<file path="config.mk">
export PLATFORM = sky130hd
export DESIGN_NAME = sacl_ctrl
export DESIGN_NICKNAME = d
export VERILOG_FILES = /design/src/hw/rtl/sacl_pkg.sv /design/src/hw/rtl/sacl_ctrl.sv
export SDC_FILE = /design/constraint.sdc
export NUM_CORES = 1
export LEC_CHECK = 0
export BUFFER_PORTS_ARGS = -buffer_cell sky130_fd_sc_hd__buf_2
export CELL_PAD_IN_SITES_DETAIL_PLACEMENT = 1
export CELL_PAD_IN_SITES_GLOBAL_PLACEMENT = 2
export CORE_AREA = 2 2 39 41
export DETAILED_ROUTE_END_ITERATION = 7
export DIE_AREA = 0 0 41 43
export GPL_TIMING_DRIVEN = 0
export PLACE_DENSITY = 0.52
export SYNTH_ARGS = -nofsm -noshare
export SYNTH_HDL_FRONTEND = slang
export SYNTH_SLANG_ARGS = --single-unit
</file>
<file path="constraint.sdc">
create_clock -name clk -period 0.8 [get_ports clk]
set_input_delay 0.16 -clock clk [delete_from_list [all_inputs] [get_ports clk]]
set_output_delay 0.16 -clock clk [all_outputs]
set_load 0.1 [all_outputs]
</file>
<file path="src/hw/rtl/sacl_pkg.sv">
// sacl_pkg: shared types and constants of the set-associative lru cache
// no dependencies
package sacl_pkg;

  localparam int unsigned DefSets    = 256;
  localparam int unsigned DefWays    = 4;
  localparam int unsigned DefKeyBits = 64;
  localparam int unsigned CmdW       = 2;
  localparam int unsigned HashW      = 32;
  localparam int unsigned KeyW       = 64;
  localparam int unsigned TagW       = 32;
  localparam int unsigned SlotW      = 10;
  localparam int unsigned CntW       = 32;
  localparam int unsigned StampW     = 32;

  localparam logic [CmdW-1:0] CMD_LOOKUP   = 2'd0;
  localparam logic [CmdW-1:0] CMD_ALLOCATE = 2'd1;
  localparam logic [CmdW-1:0] CMD_CLEAN    = 2'd2;
  localparam logic [CmdW-1:0] CMD_RSVD     = 2'd3;

  // controller to datapath
  typedef struct packed {
    logic capture;   // latch input item, start set read
    logic resolve;   // compare ways, write back, form result
    logic sweep;     // clear one row, mark it with the current epoch
  } sacl_cmd_t;

  // datapath to controller
  typedef struct packed {
    logic sweep_done;
    logic epoch_wrap;   // clean takes the epoch back to zero, rows need a sweep
  } sacl_sts_t;

endpackage

</file>
<file path="src/hw/rtl/sacl_ctrl.sv">
// sacl_ctrl: sequencer of the cache (clear sweep, read, resolve, result hold)
// depends on sacl_pkg
module sacl_ctrl import sacl_pkg::*; (
  input  logic      clk,
  input  logic      rst,
  input  logic      in_valid,
  output logic      in_ready,
  output logic      out_valid,
  input  logic      out_ready,
  output sacl_cmd_t cmd,
  input  sacl_sts_t sts
);
  typedef enum logic [1:0] {S_SWEEP, S_IDLE, S_RESOLVE} state_t;
  state_t state;
  logic   out_free;

  assign out_free = !out_valid || out_ready;
  assign in_ready = (state == S_IDLE) && out_free;
  assign cmd.capture = in_valid && in_ready;
  assign cmd.resolve = (state == S_RESOLVE);
  assign cmd.sweep   = (state == S_SWEEP);

  // state and result valid
  always_ff @(posedge clk) begin
    if (rst) begin
      state     <= S_SWEEP;
      out_valid <= 1'b0;
    end else begin
      if (out_valid && out_ready) out_valid <= 1'b0;
      case (state)
        S_SWEEP:   if (sts.sweep_done) state <= S_IDLE;
        S_IDLE:    if (cmd.capture) state <= S_RESOLVE;
        S_RESOLVE: begin
          state     <= sts.epoch_wrap ? S_SWEEP : S_IDLE;
          out_valid <= 1'b1;
        end
        default:   state <= S_SWEEP;
      endcase
    end
  end
endmodule

</file>
==> results of run 1 <==
-- path summary, 6_finish.rpt --
check            start       end  depth (start not counted)
max reg2reg   state[0]  state[0]                          3
min             sts[0]  state[0]                          2
max          out_valid    cmd[2]                          4
min reg2reg   state[1]  state[1]                          1
-- sequential cells by signal, indices dropped and copies added (netlist names) --
register and cells:
state 2, out_valid 1
-- synth_stat cells (all sizes together) --
cell type  count
dfxtp          3
nor2           3
nand2b         2
a21oi          1
and3           1
inv            1
nand2          1
nor3b          1
nor4b          1
o21ai          1
o32ai          1
-- stage by stage --
step,hold WS [ns],TNS (ns),worst slack (ns),total power [mW],std cells
3_5_place_dp,0.378,-1.56,-0.427,0.402,42
4_1_cts,0.117,-2.16,-0.503,0.768,48
2_1_floorplan,0.219,-2.37,-0.812,0.363,16
5_1_grt,0.115,-2.46,-0.546,0.798,49
6_report,0.118,-2.16,-0.496,0.753,49
3_3_place_gp,0.370,-1.50,-0.423,0.400,42
-- worst max-delay path, cell delays in order, from the launching register on --
cell	delay (ns)
dfxtp_4	0.34
nand2b_4	0.08
nand2_4	0.07
nor3b_4	0.21
buf_12	0.20
-- layout by cell type, fill, tap and decap left out, drive strengths merged --
cell type  instances
nand2b             2
buf               13
dfxtp              3
nand2              1
nor2               3
a21oi              1
nor3b              1
clkbuf             4
nor4b              1
o32ai              1
o21ai              1
clkinvlp           1
and3               1
-- cell families after synthesis --
logic type / share of synthesized area
simple gates: 0.385
flops: 0.410
compound gates: 0.179
buf+inv: 0.0256
-- repair_timing --
action | 4_1_cts | 5_1_grt
resized for setup | 20 | 1
pin swaps | 0 | 3
setup buffers | 2 | 2
gates cloned | 0 | 0
endpoints found under the setup margin | 7 | 8
-- where the power goes --
| group | switching [mW] | leakage (nW) | internal (mW) | total, mW |
|---|---|---|---|---|
| registers | 0.0170 | 0.0267 | 0.155 | 0.172 |
| logic | 0.184 | 0.120 | 0.124 | 0.308 |
| clock network | 0.0853 | 0.0150 | 0.187 | 0.273 |
| total | 0.286 | 0.161 | 0.467 | 0.753 |
-- cell type report --
type                            count  area [um2]  share of cell area
Clock buffer                        4        26.3              0.0671
Inverter                            1        7.51              0.0192
Multi-Input combinational cell     12         126               0.323
Sequential cell                     3        71.3               0.182
Tap cell                           16        20.0              0.0511
Timing Repair Buffer               13         140               0.358
-- layer usage --
metal,wire length (um),vias to the layer above,share of wire
li1,-,90,-
met1,168,88,0.33
met2,327,2,0.65
met3,8,0,0.016
met4,0,0,0
met5,0,-,0
==> impl_metrics.csv, run 1 <==
group,metric,value,unit
worst_setup_path,cp.required,0.64,ns
logic_synthesis,synth.largest_area_cell,"dfxtp_1",
logic_synthesis,synth.avg_cell_area,9.15,um2
die,rows,14,
sta,finalSetupViolCount,8,
global_route,antenna_found_initial,0,
cells_and_area,stdcell_area,392,um2
cts,numCtsBuffers,3,
logic_synthesis,syn_nets,22,
global_route,gr-total-overflow,0,
placed_design,dpl_cell_area,273,um2
cells_and_area,drive_gt1_frac,0.848,
placed_design,dp_hpwl,358,um
drt,vias,180,
drt,wl,504,um
hold_path,worstHoldPathType,"in -> reg",
outcome,violations,"setup timing",
logic_synthesis,ys_ff_latch,3,
drt,first_pass_iters,2,
die,die_area,1760,um2
drt,antenna_left,0,
worst_setup_path,cp_data_arrival_time,1.14,ns
cts,cts_tree,"yes",
global_route,first_global_vias,198,
logic_synthesis,netlist_area,146,um2
logic_synthesis,yosysUniqueCellTypes,11,
sta,rsz0062_at_grt,"yes",
sta,relSlewSlack,0.681,
logic_synthesis,synthCells,16,
sta,post-route-period-util,1.62,
logic_synthesis,synth_top_area_frac,0.410,
outcome,outcome,"finished, violations left",
cts,clkSinkCount,3,
sta,max_freq,772,MHz
job,maxCapViolations,0,
cts,cts_max_level,1,
sta,hold_viol_final,0,
sta,slew_violations,0,
global_route,grt_max_degree,7,
worst_setup_path,r2r_slack,-0.15,ns
die,core_region_area,1380,um2
die,start_util,0.106,
logic_synthesis,synth.area.top_cells,"dfxtp_1 41%, o32ai_2 11%, nor4b_2 10%, nand2b_1 8.5%, nor2_1 7.7%",
logic_synthesis,ys_seq_area_frac,0.410,
global_route,met3_usage,0.0157,
sta,finalWorstSetupSlack,-0.496,ns
global_route,gr-max-usage-layer,"met2",
power,ir_drop,380,uV
worst_setup_path,crit_path_end_kind,"output pin",
cts,cts_buffer_depth,2,
global_route,met1_usage,0.0703,
die,io_pins,11,
cells_and_area,nFillCells,157,
drt,dr.first_iter.drc_count,3,
global_route,grt_pass1_wl,848,um
logic_synthesis,ys_warn_count,0,
drt,wire_per_inst,10.3,um
cells_and_area,n_antenna_cell,0,
cts,clkTransAtPathRegs,0.04,ns
power,p_leak,0.161,nW
worst_setup_path,start_kind,"flip-flop",
cells_and_area,area_delta_synth_final,168,%
sta,tightest_slew,0.482,ns
drt,viasPerCell,3.67,
die,fp.dieH,43,um
cts,insertion_delay,0.23,ns
drt,drc_errors,0,
die,die_w,41,um
cts,cts_root_buffer,"clkbuf_4",
global_route,grt_use_total,0.0741,
sta,clock_skew,0.0000693,ns
cells_and_area,final_net_count,40,
cells_and_area,post-route-util,0.283,
worst_setup_path,path_class,"reg -> out",
cts,hold_buffers,0,
power,powerDensity,1920,nW/um2
worst_setup_path,crit_fanout,3,
placed_design,gp_congestion,0.516,
placed_design,io_buffers,10,
global_route,met2_usage,0.125,
sta,finalCriticalPeriod,1.30,ns
Power figures use the tool's default switching activity.
==> inputs of run 2 (changes only) <==
- CTS_BUF_LIST: default -> sky130_fd_sc_hd__clkbuf_4 sky130_fd_sc_hd__clkbuf_8 sky130_fd_sc_hd__clkbuf_16
==> run 2 against run 1 <==
The run still ends with setup timing left. Sequential power hardly changed. Clock skew is 0.0039 ns higher. Routed wire length is 0.20% higher. Sequential share of layout area is 0.51 points lower. Global-route usage stayed put. Clock-buffer cell count stayed put. Non-clock buffer count stayed put. Via count is 1.1% lower. First-iteration DRC count is 100% lower. Critical path type unchanged.
==> impl_metrics.csv, run 2 (synthesized netlist as in run 1, its figures left out) <==
group,metric,value,unit
cells_and_area,post-route-util,0.291,
power,p_leak,0.166,nW
drt,wire_per_inst,10.3,um
sta,finalCriticalPeriod,1.30,ns
cells_and_area,drive_gt1_frac,0.909,
cts,cts_root_buffer,"clkbuf_4",
cells_and_area,layout_common_cells,"6 x buf_2, 4 x clkbuf_4, 4 x buf_12, 3 x dfxtp_4, 3 x buf_6",
sta,hold_viol_final,0,
worst_setup_path,worstSetupPathDepth,4,
outcome,outcome,"finished, violations left",
cells_and_area,final_net_count,40,
sta,rsz0062_at_grt,"yes",
worst_setup_path,crit_fanout,3,
hold_path,worstHoldPathType,"in -> reg",
sta,clock_skew,0.00399,ns
die,die_w,41,um
sta,relSlewSlack,0.681,
global_route,grt_use_total,0.0741,
global_route,met3_usage,0.0157,
worst_setup_path,path_buf_inv,1,
global_route,met2_usage,0.113,
cells_and_area,largestRegisters,"state: 2 flops, out_valid: 1 flops",
placed_design,io_buffers,10,
cts,cts_buffer_depth,2,
cells_and_area,layout_commonest_cell,"buf_2",
cells_and_area,fin_cells,49,
global_route,gr-total-overflow,0,
placed_design,dp_hpwl,358,um
cells_and_area,largest_register_ffs,2,
cells_and_area,n_antenna_cell,0,
drt,dr.first_iter.drc_count,0,
die,fp.dieH,43,um
drt,viasPerCell,3.63,
worst_setup_path,cp_slowest_cell,"dfxtp_4",
global_route,first_global_vias,202,
sta,finalSetupViolCount,8,
job,maxCapViolations,0,
die,core_region_area,1380,um2
cts,clkSinkCount,3,
hold_path,whs_path_depth,2,
drt,vias,178,
worst_setup_path,crit_chain,"nand2b_4, nand2_4, nor3b_4, buf_12",
worst_setup_path,critPathTopFamily,"simple AND/OR/NAND/NOR gates",
global_route,grt_pass1_wl,834,um
drt,wl,505,um
worst_setup_path,start_kind,"flip-flop",
die,rows,14,
worst_setup_path,max_stage_delay,0.34,ns
worst_setup_path,path_class,"reg -> out",
sta,worst_hold_slack,0.130,ns
die,start_util,0.106,
cts,clkTransAtPathRegs,0.04,ns
worst_setup_path,cp.required,0.64,ns
die,io_pins,11,
sta,post-route-period-util,1.62,
cts,cts_tree,"yes",
cells_and_area,regMostFlops,"state",
drt,antenna_left,0,
sta,max_freq,772,MHz
cells_and_area,area_delta_synth_final,175,%
die,die_area,1760,um2
sta,slew_violations,0,
worst_setup_path,crit_path_end_kind,"output pin",
placed_design,dp.cells,42,
power,ir_drop,318,uV
cts,cts_max_level,1,
sta,tightest_slew,0.482,ns
cts,hold_buffers,0,
outcome,violations,"setup timing",
cts,numCtsBuffers,3,
global_route,gr-max-usage-layer,"met2",
worst_setup_path,reg2reg_depth,3,
cts,insertion_delay,0.23,ns
placed_design,gp_congestion,0.516,
global_route,met1_usage,0.0735,
sta,finalWorstSetupSlack,-0.496,ns
global_route,grt_max_degree,7,
drt,first_pass_iters,1,
cells_and_area,nFillCells,156,
worst_setup_path,cp_data_arrival_time,1.14,ns
power,powerDensity,1960,nW/um2
global_route,antenna_found_initial,0,
drt,drc_errors,0,
[run 2: repair_timing]
action,in CTS,in global routing
buffers inserted,2,1
gates resized for setup,20,2
pin swaps,0,4
setup endpoints to repair,7,8
[run 2: through the flow]
step           setup TNS [ns]  setup WS (ns)  cell area [um2]  power (mW)
6_report                -2.11         -0.496              403       0.790
4_1_cts                 -2.14         -0.499              388       0.794
3_3_place_gp            -1.50         -0.423              273       0.400
2_1_floorplan           -2.37         -0.812              203       0.363
3_5_place_dp            -1.56         -0.427              273       0.402
5_1_grt                 -2.45         -0.556              403       0.844
[run 2: area by class of cell]
cell class | instances | area (um2) | share of cell area
clock buffer | 4 | 30.0 | 0.0745
inverter | 1 | 7.51 | 0.0186
multi-input combinational | 12 | 130 | 0.323
sequential | 3 | 71.3 | 0.177
tap | 16 | 20.0 | 0.0497
timing repair buffer | 13 | 144 | 0.357
[run 2: metal layers]
| layer | wire, um | part of all wire |
|---|---|---|
| met1 | 165 | 0.33 |
| met2 | 332 | 0.66 |
| met3 | 8 | 0.016 |
| met4 | 0 | 0 |
| met5 | 0 | 0 |
[run 2: worst paths after layout]
check / slack, ns / startpoint / endpoint
worst max-delay path: -0.50 / out_valid / cmd[2]
worst max register to register: -0.09 / state[0] / state[0]
worst min register to register: 0.52 / state[1] / state[1]
worst min-delay path: 0.13 / sts[0] / state[0]
[run 2: report_power, final]
group	internal [mW]	leakage (nW)	switching, mW
Sequential	0.155	0.0267	0.0168
Clock	0.221	0.0184	0.0811
Combinational	0.128	0.121	0.187
Total	0.505	0.166	0.285
==> inputs of run 3 (changes only) <==
- ABC_AREA: default -> 0
- PLACE_DENSITY: 0.52 -> 0.5
==> run 3 against run 2 <==
The run still ends with setup timing left. Sequential power is essentially flat. Clock-buffer cell count is the same. Total power grew 7.1%. Clock power grew 3%. Routed wire length grew 33%. Hold slack gained 0.0049 ns. Final cell count grew 14%. Fmax grew 0.31%. Global-route usage grew 1.8 points. Critical path type unchanged. Largest power group unchanged.
==> impl_metrics.csv, run 3 (synthesized netlist as in run 1, its figures left out) <==
group,metric,value,unit
outcome,outcome,"finished, violations left",
outcome,violations,"setup timing",
global_route,antenna_found_initial,0,
placed_design,dpl_cell_area,273,um2
drt,antenna_left,0,
global_route,gr-total-overflow,0,
cts,cts_root_buffer,"clkbuf_4",
sta,clock_skew,0.00342,ns
sta,rsz0062_at_grt,"yes",
drt,viasPerCell,3.80,
cells_and_area,n_antenna_cell,0,
sta,finalCriticalPeriod,1.29,ns
power,p_leak,0.207,nW
cts,insertion_delay,0.24,ns
cells_and_area,final_net_count,47,
worst_setup_path,cp_data_arrival_time,1.13,ns
die,core_region_area,1380,um2
placed_design,pre_cts_slack,-0.432,ns
cts,cts_tree,"yes",
drt,first_pass_iters,4,
cells_and_area,largest_register_ffs,2,
hold_path,worstHoldPathType,"in -> reg",
cts,cts_max_level,1,
drt,dr.first_iter.drc_count,4,
cts,cts_buffer_depth,2,
drt,wl,673,um
cells_and_area,largestRegisters,"state: 2 flops, out_valid: 1 flops",
global_route,first_global_vias,233,
worst_setup_path,cp.required,0.64,ns
cells_and_area,stdcell_area,500,um2
die,fp.dieH,43,um
cts,clkSinkCount,3,
cells_and_area,drive_gt1_frac,0.950,
sta,fin_setup_tns,-2.31,ns
power,ir_drop,635,uV
sta,max_freq,774,MHz
worst_setup_path,crit_path_end_kind,"output pin",
die,die_area,1760,um2
power,powerDensity,1690,nW/um2
global_route,grt_max_degree,7,
placed_design,gp_congestion,0.675,
cells_and_area,fin_cells,56,
global_route,grt_use_total,0.0922,
sta,finalSetupViolCount,7,
sta,post-route-period-util,1.61,
drt,wire_per_inst,12.0,um
job,maxCapViolations,0,
worst_setup_path,crit_fanout,3,
cells_and_area,regMostFlops,"state",
worst_setup_path,start_kind,"flip-flop",
sta,tightest_slew,0.212,ns
cells_and_area,layout_commonest_cell,"buf_4",
global_route,grt_pass1_wl,1000,um
cts,clkTransAtPathRegs,0.04,ns
cts,numCtsBuffers,3,
cells_and_area,area_delta_synth_final,242,%
die,io_pins,11,
sta,hold_viol_final,0,
drt,vias,213,
placed_design,io_buffers,10,
placed_design,dp_hpwl,324,um
placed_design,dp.cells,42,
drt,drc_errors,0,
sta,slew_violations,0,
die,die_w,41,um
sta,finalWorstSetupSlack,-0.492,ns
die,rows,14,
sta,relSlewSlack,0.858,
die,start_util,0.106,
cts,hold_buffers,0,
worst_setup_path,path_class,"reg -> out",
cells_and_area,layout_common_cells,"7 x buf_4, 5 x buf_2, 5 x buf_12, 4 x clkbuf_4",
[run 3: final timing paths]
kind / slack (ns) / start / endpoint / cells past startpoint
setup / recovery: -0.49 / out_valid / cmd[2] / 4
hold / removal: 0.13 / sts[0] / state[0] / 2
setup reg to reg: -0.18 / out_valid / state[1] / 4
hold reg to reg: 0.61 / state[1] / state[1] / 2
[run 3: layer usage]
metal / up-vias / wire length (um) / GRT usage
met5: - / 0 / 0
li1: 103 / - / -
met1: 100 / 234 / 0.0895
met4: 0 / 25 / 0.100
met2: 8 / 376 / 0.138
met3: 2 / 38 / 0.0262
[run 3: final cells by class]
| class | instances | area, um2 |
|---|---|---|
| Sequential cell | 3 | 71.3 |
| Multi-Input combinational cell | 12 | 160 |
| Tap cell | 16 | 20.0 |
| Fill cell | 152 | 883 |
| Clock buffer | 4 | 30.0 |
| Inverter | 1 | 7.51 |
| Timing Repair Buffer | 20 | 211 |
[run 3: timing repair]
action	in CTS	in global routing
endpoints found under the setup margin	6	8
gates resized for setup	25	6
gates cloned	0	0
pin swaps	2	2
buffers inserted	8	4
[run 3: stage by stage]
| step | util | hold slack, ns | power, mW |
|---|---|---|---|
| 2_1_floorplan | - | 0.219 | 0.363 |
| 3_3_place_gp | 0.197 | 0.370 | 0.401 |
| 3_5_place_dp | 0.197 | 0.375 | 0.402 |
| 4_1_cts | 0.331 | 0.125 | 0.826 |
| 5_1_grt | 0.362 | 0.123 | 0.896 |
| 6_report | 0.362 | 0.135 | 0.845 |
[run 3: worst max-delay path: stages, from the launching register on]
cell	delay, ns
dfxtp_4	0.34
nand2b_4	0.07
nand2_4	0.07
nor3b_4	0.21
buf_12	0.20
[run 3: where the power goes]
group	switching, mW	leakage, nW	internal, mW
logic	0.206	0.162	0.158
registers	0.0151	0.0267	0.155
clock network	0.0905	0.0184	0.222
total	0.311	0.207	0.534
